## src/bfa_pkg.sv

```systemverilog
// ---------------------------------------------------------------------------
// bfa_pkg
// shared types and constants of the bitmap first-free allocator
// ---------------------------------------------------------------------------
package bfa_pkg;

    localparam int IDX_W      = 10;
    localparam int STAT_W     = 2;
    localparam int EIU_W      = 11;
    localparam int REACH_BYTES = 128;

    localparam logic [EIU_W-1:0] EIU_RESET = 11'd1024;

    localparam logic [STAT_W-1:0] ST_OK    = 2'd0;
    localparam logic [STAT_W-1:0] ST_FULL  = 2'd1;
    localparam logic [STAT_W-1:0] ST_RANGE = 2'd2;

    localparam logic OP_ALLOC = 1'b0;
    localparam logic OP_FREE  = 1'b1;

    typedef enum logic [2:0] {
        S_IDLE,
        S_SCAN,
        S_FREE,
        S_DONE
    } t_state;

    typedef struct packed {
        logic       found;
        logic [2:0] bit_idx;
        logic [7:0] new_byte;
    } t_pick;

endpackage

```

## src/bfa_bitmap_ram.sv

```systemverilog
// ---------------------------------------------------------------------------
// bfa_bitmap_ram
// byte-wide bitmap memory, one write and one registered read per cycle
// ---------------------------------------------------------------------------
module bfa_bitmap_ram #(
    parameter int DEPTH  = 128,
    parameter int ADDR_W = 7
) (
    input  logic              i_clk,
    input  logic              i_rd_en,
    input  logic [ADDR_W-1:0] i_rd_addr,
    output logic [7:0]        o_rd_data,
    input  logic              i_wr_en,
    input  logic [ADDR_W-1:0] i_wr_addr,
    input  logic [7:0]        i_wr_data
);

    logic [7:0] r_mem [DEPTH];
    logic [7:0] r_rd_data;

    always_ff @(posedge i_clk) begin
        if (i_wr_en) begin
            r_mem[i_wr_addr] <= i_wr_data;
        end
    end

    always_ff @(posedge i_clk) begin
        if (i_rd_en) begin
            r_rd_data <= r_mem[i_rd_addr];
        end
    end

    assign o_rd_data = r_rd_data;

endmodule

```

## src/bfa_bit_pick.sv

```systemverilog
// ---------------------------------------------------------------------------
// bfa_bit_pick
// finds the lowest clear bit of a bitmap byte and the byte with it set
// ---------------------------------------------------------------------------
module bfa_bit_pick
    import bfa_pkg::*;
(
    input  logic [7:0] i_byte,
    output t_pick      o_pick
);

    always_comb begin
        o_pick.found    = (i_byte != 8'hFF);
        o_pick.bit_idx  = 3'd0;
        for (int k = 7; k >= 0; k--) begin
            if (!i_byte[k]) begin
                o_pick.bit_idx = 3'(k);
            end
        end
        o_pick.new_byte = i_byte | (8'd1 << o_pick.bit_idx);
    end

endmodule

```

## src/bitmap_first_free_allocator_top.sv

```systemverilog
// allocate: scans the bitmap from byte 0, one bitmap byte read per cycle
// free: at most one read-modify-write on the bitmap RAM (none for an untouched byte)
// one word in flight at a time; a finished result waits in the output register
// reset is synchronous; the bitmap reads as all free at once through a
// high-water mark of touched bytes, so no clearing pass is needed
// ---------------------------------------------------------------------------
// bitmap_first_free_allocator_top
// first-fit entry allocator over a byte-wide allocation bitmap in RAM
// ---------------------------------------------------------------------------
module bitmap_first_free_allocator_top
    import bfa_pkg::*;
#(
    parameter int ENTRIES = 1024
) (
    input  logic              i_clk,
    input  logic              i_rst_n,
    input  logic              i_cfg_we,
    input  logic [EIU_W-1:0]  i_cfg_wdata,      // entries_in_use
    input  logic              s_axis_tvalid,
    output logic              s_axis_tready,
    input  logic [15:0]       s_axis_tdata,     // [9:0] entry_index
    input  logic [0:0]        s_axis_tuser,     // [0] opcode
    output logic              m_axis_tvalid,
    input  logic              m_axis_tready,
    output logic [15:0]       m_axis_tdata,     // [9:0] granted_index
    output logic [STAT_W-1:0] m_axis_tuser      // [1:0] status
);

    localparam int MAP_BYTES   = (ENTRIES + 7) / 8;
    localparam int MEM_DEPTH   = (MAP_BYTES < REACH_BYTES) ? MAP_BYTES : REACH_BYTES;
    localparam int WHOLE_BYTES = ((ENTRIES / 8) < REACH_BYTES) ? (ENTRIES / 8) : REACH_BYTES;
    localparam int ADDR_W      = (MEM_DEPTH > 1) ? $clog2(MEM_DEPTH) : 1;
    localparam int CNT_W       = $clog2(MEM_DEPTH + 1);

    t_state             r_state, n_state;
    logic [EIU_W-1:0]   r_eiu;
    logic [CNT_W-1:0]   r_hwm, n_hwm;
    logic [CNT_W-1:0]   r_ptr, n_ptr;
    logic [CNT_W-1:0]   r_lim, n_lim;
    logic [CNT_W-1:0]   r_chk_ptr, n_chk_ptr;
    logic               r_chk_vld, n_chk_vld;
    logic [ADDR_W-1:0]  r_free_addr, n_free_addr;
    logic [2:0]         r_free_bit, n_free_bit;
    logic [STAT_W-1:0]  r_res_status, n_res_status;
    logic [IDX_W-1:0]   r_res_grant, n_res_grant;
    logic               r_out_valid, n_out_valid;
    logic [STAT_W-1:0]  r_out_status, n_out_status;
    logic [IDX_W-1:0]   r_out_grant, n_out_grant;

    logic               rd_en;
    logic [ADDR_W-1:0]  rd_addr;
    logic [7:0]         rd_data;
    logic               wr_en;
    logic [ADDR_W-1:0]  wr_addr;
    logic [7:0]         wr_data;
    t_pick              pick;

    logic               in_op;
    logic [IDX_W-1:0]   in_idx;
    logic [6:0]         in_byte;
    logic               in_range_err;
    logic [CNT_W-1:0]   scan_lim;

    assign in_op   = s_axis_tuser[0];
    assign in_idx  = s_axis_tdata[IDX_W-1:0];
    assign in_byte = in_idx[IDX_W-1:3];
    assign in_range_err = ({1'b0, in_idx} >= r_eiu) || (32'(in_idx) >= ENTRIES);
    assign scan_lim = (32'(r_eiu[EIU_W-1:3]) >= WHOLE_BYTES) ? CNT_W'(WHOLE_BYTES)
                                                             : CNT_W'(r_eiu[EIU_W-1:3]);

    bfa_bitmap_ram #(
        .DEPTH  (MEM_DEPTH),
        .ADDR_W (ADDR_W)
    ) u_ram (
        .i_clk     (i_clk),
        .i_rd_en   (rd_en),
        .i_rd_addr (rd_addr),
        .o_rd_data (rd_data),
        .i_wr_en   (wr_en),
        .i_wr_addr (wr_addr),
        .i_wr_data (wr_data)
    );

    bfa_bit_pick u_pick (
        .i_byte (rd_data),
        .o_pick (pick)
    );

    always_ff @(posedge i_clk) begin
        if (!i_rst_n) begin
            r_state     <= S_IDLE;
            r_eiu       <= EIU_RESET;
            r_hwm       <= '0;
            r_chk_vld   <= 1'b0;
            r_out_valid <= 1'b0;
        end else begin
            r_state     <= n_state;
            r_hwm       <= n_hwm;
            r_chk_vld   <= n_chk_vld;
            r_out_valid <= n_out_valid;
            if (i_cfg_we) begin
                r_eiu <= i_cfg_wdata;
            end
        end
    end

    always_ff @(posedge i_clk) begin
        r_ptr        <= n_ptr;
        r_lim        <= n_lim;
        r_chk_ptr    <= n_chk_ptr;
        r_free_addr  <= n_free_addr;
        r_free_bit   <= n_free_bit;
        r_res_status <= n_res_status;
        r_res_grant  <= n_res_grant;
        r_out_status <= n_out_status;
        r_out_grant  <= n_out_grant;
    end

    always_comb begin
        n_state      = r_state;
        n_hwm        = r_hwm;
        n_ptr        = r_ptr;
        n_lim        = r_lim;
        n_chk_ptr    = r_chk_ptr;
        n_chk_vld    = 1'b0;
        n_free_addr  = r_free_addr;
        n_free_bit   = r_free_bit;
        n_res_status = r_res_status;
        n_res_grant  = r_res_grant;
        n_out_valid  = r_out_valid;
        n_out_status = r_out_status;
        n_out_grant  = r_out_grant;
        rd_en        = 1'b0;
        rd_addr      = '0;
        wr_en        = 1'b0;
        wr_addr      = '0;
        wr_data      = '0;

        if (r_out_valid && m_axis_tready) begin
            n_out_valid = 1'b0;
        end

        case (r_state)
            S_IDLE: begin
                if (s_axis_tvalid) begin
                    if (in_op == OP_ALLOC) begin
                        n_ptr   = '0;
                        n_lim   = scan_lim;
                        n_state = S_SCAN;
                    end else if (in_range_err) begin
                        n_res_status = ST_RANGE;
                        n_res_grant  = '0;
                        n_state      = S_DONE;
                    end else if ({1'b0, in_byte} >= 8'(r_hwm)) begin
                        // byte never touched, bit already clear
                        n_res_status = ST_OK;
                        n_res_grant  = '0;
                        n_state      = S_DONE;
                    end else begin
                        rd_en       = 1'b1;
                        rd_addr     = ADDR_W'(in_byte);
                        n_free_addr = ADDR_W'(in_byte);
                        n_free_bit  = in_idx[2:0];
                        n_state     = S_FREE;
                    end
                end
            end
            S_FREE: begin
                wr_en        = 1'b1;
                wr_addr      = r_free_addr;
                wr_data      = rd_data & ~(8'd1 << r_free_bit);
                n_res_status = ST_OK;
                n_res_grant  = '0;
                n_state      = S_DONE;
            end
            S_SCAN: begin
                if (r_chk_vld && pick.found) begin
                    wr_en        = 1'b1;
                    wr_addr      = r_chk_ptr[ADDR_W-1:0];
                    wr_data      = pick.new_byte;
                    n_res_status = ST_OK;
                    n_res_grant  = IDX_W'({r_chk_ptr, pick.bit_idx});
                    n_state      = S_DONE;
                end else if (r_ptr >= r_lim) begin
                    n_res_status = ST_FULL;
                    n_res_grant  = '0;
                    n_state      = S_DONE;
                end else if (r_ptr >= r_hwm) begin
                    // first untouched byte reads as all free
                    wr_en        = 1'b1;
                    wr_addr      = r_ptr[ADDR_W-1:0];
                    wr_data      = 8'h01;
                    n_hwm        = r_hwm + 1'b1;
                    n_res_status = ST_OK;
                    n_res_grant  = IDX_W'({r_ptr, 3'd0});
                    n_state      = S_DONE;
                end else begin
                    rd_en     = 1'b1;
                    rd_addr   = r_ptr[ADDR_W-1:0];
                    n_chk_ptr = r_ptr;
                    n_chk_vld = 1'b1;
                    n_ptr     = r_ptr + 1'b1;
                end
            end
            S_DONE: begin
                if (!r_out_valid || m_axis_tready) begin
                    n_out_valid  = 1'b1;
                    n_out_status = r_res_status;
                    n_out_grant  = r_res_grant;
                    n_state      = S_IDLE;
                end
            end
            default: begin
                n_state = S_IDLE;
            end
        endcase
    end

    assign s_axis_tready = (r_state == S_IDLE);
    assign m_axis_tvalid = r_out_valid;
    assign m_axis_tdata  = 16'(r_out_grant);
    assign m_axis_tuser  = r_out_status;

endmodule

```

## config.mk

```make
export PLATFORM = sky130hd
export DESIGN_NAME = bitmap_first_free_allocator_top
export DESIGN_NICKNAME = d
export VERILOG_FILES = /design/src/bfa_pkg.sv /design/src/bfa_bitmap_ram.sv /design/src/bfa_bit_pick.sv /design/src/bitmap_first_free_allocator_top.sv
export SDC_FILE = /design/constraint.sdc
export NUM_CORES = 1
export LEC_CHECK = 0
export BUFFER_PORTS_ARGS = -buffer_cell sky130_fd_sc_hd__buf_4
export CORE_ASPECT_RATIO = 1.5
export CORE_UTILIZATION = 50
export DETAILED_ROUTE_END_ITERATION = 12
export PLACE_DENSITY = 0.68
export SLEW_MARGIN = 15
export SYNTH_ARGS = -nofsm -noshare
export SYNTH_HDL_FRONTEND = slang
export SYNTH_SLANG_ARGS = --single-unit
```

## constraint.sdc

```tcl
create_clock -name i_clk -period 7.84 [get_ports i_clk]
set_input_delay 0.784 -clock i_clk [delete_from_list [all_inputs] [get_ports i_clk]]
set_output_delay 0.784 -clock i_clk [all_outputs]
set_load 0.02 [all_outputs]
```

==> results.toml <==
[timing]
fin_ws_ps = 1800
worstMarginPinSlew_ps = 1310
period_needed_ps = 6040
hold_slack_ps = 305
hold_viol_final = 0
rsz0062_at_grt = "false"
slew_headroom_pct = 12.9
skew_ps = 44.6
tns_ps = 0
setup-violations-final = 0
max_freq_mhz = 166
period_share_pct = 77.0
slew_violations = 0

[worst_hold_path]
min_path_type = "input pin to register"
hold_path_depth = 3
whs_endpoint = "r_eiu[10]$_SDFFE_PN1P_"
worst_hold_startpoint = "i_cfg_wdata[10]"

[finish]
synthToLayoutAreaGrowth_pct = 10.8
drive_gt1_share_pct = 8.17
post_layout_nonfiller_instances = 4824
final_nets = 3656
fillers = 7099

[detailed_routing]
drt_iter0_markers = 3275
vias = 28985
first_pass_iters = 7
drt-total-wl_mm = 118
wl_per_cell_um = 24.5
viasPerCell = 6.01
antenna_left = 0
drc = 0

[floorplanning]
pin_count = 53
coreArea_sq_um = 90400
start_util_pct = 50.4
die_h_um = 372
die_x_um = 249
rows = 135
die-area_sq_um = 92400

[global_routing]
grt_pass1_vias = 27614
grt_use_total_pct = 25.2
grt_pass1_wl_mm = 173
antenna_found_initial = 0
grt_start_max_net_pins = 120
grt_remaining_overflow = 0

[placement]
pre_cts_slack_ps = 1970
hpwl_mm = 72.6
dpl.cell_count = 4647
place_congestion = 0.866
io_buffers = 40

[pwr]
power_density_nw_per_um2 = 279
power.total_mw = 14.1
p_leak_nw = 17.6
ir_drop_mv = 0.187

[synth]
synth.area.top_cells = "edfxtp_1 (72%), nand2_1 (7.8%), nand3_1 (4.7%), mux2i_1 (2.5%), nor2_1 (1.6%)"
synthArstFlopShare_pct = 0
synth_top_area_share_pct = 71.8
synth_seq_area_share_pct = 72.8
yosysUniqueCellTypes = 68
yosysMostFrequentCell = "edfxtp_1"
yosys_warnings = 0
ys.flop_type = "edfxtp_1"
syn-cell-area_sq_um = 45600
synth_seq_cells = 1112
synth_enable_flop_cells = 1089
synth_area_leader_cell = "edfxtp_1"
syn_avg_cell_area_sq_um = 12.8
syn_inst = 3561
synth_common_cells = "edfxtp_1 (1,089), nand2_1 (943), nand3_1 (429)"

[clocking]
cts_resized = 0
cts_sinks = 1112
clkLatencyLatePin_ps = 700
htreeDepth = 3
post-cts-setup-buffers = 0
holdBufCountCts = 0
clk_root_buffer_cell = "clkbuf_16"
cts_buffers = 97
clockBufferDepth = 3
clk_pin_slew_ps = 60
cts_tree = "built"

[outcome]
status = "finished clean"

[critical_path]
critPathSlowestCell = "edfxtp_1"
critPathMostFrequentCell = "mux2i_1"
reg2reg_depth = 14
worstPathRequired_ps = 8240
critPathMaxFanout = 119
start_kind = "register"
setup.worst_path.class = "register to register"
r2r-end = "u_ram.o_rd_data[2]$_DFFE_PP_"
r2r_slack_ps = 1800
reg2reg_from = "r_ptr[2]$_SDFFCE_PN0P_"
max_stage_delay_ps = 800
endpoint_kind = "register"
critPathArrivalTime_ps = 6440
path_cells = "ha_1 -> a211oi_1 -> o21ai_0 -> a211oi_2 -> nand3_4 -> inv_2 -> a22o_4 -> buf_12 -> mux2i_1 -> mux2i_1 -> a22oi_1 -> nand4_1 -> nor3_1 -> o2111ai_1"

[flow_run]
drv_cap = 0
==> layout make-up <==
type / instances / area (sq um) / area share (%)
diodes: 1 / 2.50 / 0.00495
clock buffers: 123 / 2640 / 5.23
clock inverters: 52 / 513 / 1.02
inverters: 44 / 165 / 0.327
multi-input cells: 2206 / 11500 / 22.8
flip-flops and latches: 1112 / 33200 / 65.7
well taps: 1164 / 1460 / 2.88
repair buffers: 122 / 1070 / 2.12
==> where the power goes <==
group	leakage [nW]	internal, mW	switching (mW)
Clock	1.53	2.65	2.12
Sequential	10.1	6.93	0.103
Combinational	6.00	0.589	1.72
==> state kept, by name, summed over array words and instances, names as in the netlist, 3 cells and up <==
register,count
r_free_bit,3
u_ram.r_mem,1024
r_free_addr,7
r_ptr,8
r_res_grant,10
r_out_grant,10
r_eiu,11
r_chk_ptr,7
r_hwm,8
u_ram.o_rd_data,8
r_lim,8
==> worst max-delay path: cells and delay by family (launching register included) <==
| kind | cells | cell delay [ps] |
|---|---|---|
| DFF | 1 | 800 |
| muxes | 2 | 420 |
| adders and majority gates | 1 | 370 |
| buffers and inverters | 2 | 1010 |
| and+or+nand+nor | 3 | 1060 |
| AOI/OAI and AO/OA | 6 | 1920 |
==> per-layer routing <==
layer	global-route usage, %	vias up	share of wire [%]
met2	43.4	1254	50
met5	0	-	0
li1	-	13070	-
met3	3.58	279	6.9
met1	30.7	14382	38
met4	14.2	0	5.5
==> stage by stage <==
step                      cell area, sq um  utilization [%]
after floorplan                      45600                -
after global placement               47300             52.4
after detailed placement             47300             52.4
after CTS                            50500             55.9
after global routing                 50500             55.9
final                                50500             55.9
==> worst max path at each step <==
stage | slack (ps) | end | startpoint | cells after the start
floorplan | 120 | u_ram.r_mem[0][3]$_DFFE_PP_ | r_state[1]$_SDFFE_PN0P_ | 6
global placement | 1700 | u_ram.o_rd_data[6]$_DFFE_PP_ | s_axis_tdata[8] | 17
detailed placement | 1970 | u_ram.o_rd_data[2]$_DFFE_PP_ | r_ptr[2]$_SDFFCE_PN0P_ | 14
CTS | 1960 | u_ram.o_rd_data[2]$_DFFE_PP_ | r_ptr[2]$_SDFFCE_PN0P_ | 14
global route | 1610 | u_ram.o_rd_data[2]$_DFFE_PP_ | r_ptr[2]$_SDFFCE_PN0P_ | 14
finish | 1800 | u_ram.o_rd_data[2]$_DFFE_PP_ | r_ptr[2]$_SDFFCE_PN0P_ | 14
==> cell usage in the layout (no fill, tap or decap), drive strengths merged, types with 7 or more instances in the layout <==
master   count
a21boi       8
a211oi       9
nand2      943
and2        23
ha          40
nand4       47
and3        18
nor4        11
nand3      430
a22o        10
clkbuf     123
xnor2       10
inv         48
buf        122
a32oi       27
a2111oi      8
mux2i      113
a32o         7
a31oi       55
nor3        26
nor2       191
o21ai       36
edfxtp    1089
bufinv       8
o31ai        8
a22oi       22
nor2b       24
o22ai       37
dfxtp       23
clkinv      35
a21oi       45
==> logic make-up after synthesis <==
| logic type | Yosys count | synth area share, % |
|---|---|---|
| and+or+nand+nor | 1725 | 16.3 |
| DFF | 1112 | 72.8 |
| AOI/OAI and AO/OA | 310 | 4.75 |
| buffers and inverters | 248 | 2.35 |
| muxes | 113 | 2.48 |
| adders and majority gates | 40 | 1.10 |
| xor gates and xnor gates | 12 | 0.231 |
| other | 1 | 0.00823 |
Note: power is estimated with default switching activity, not from simulation.
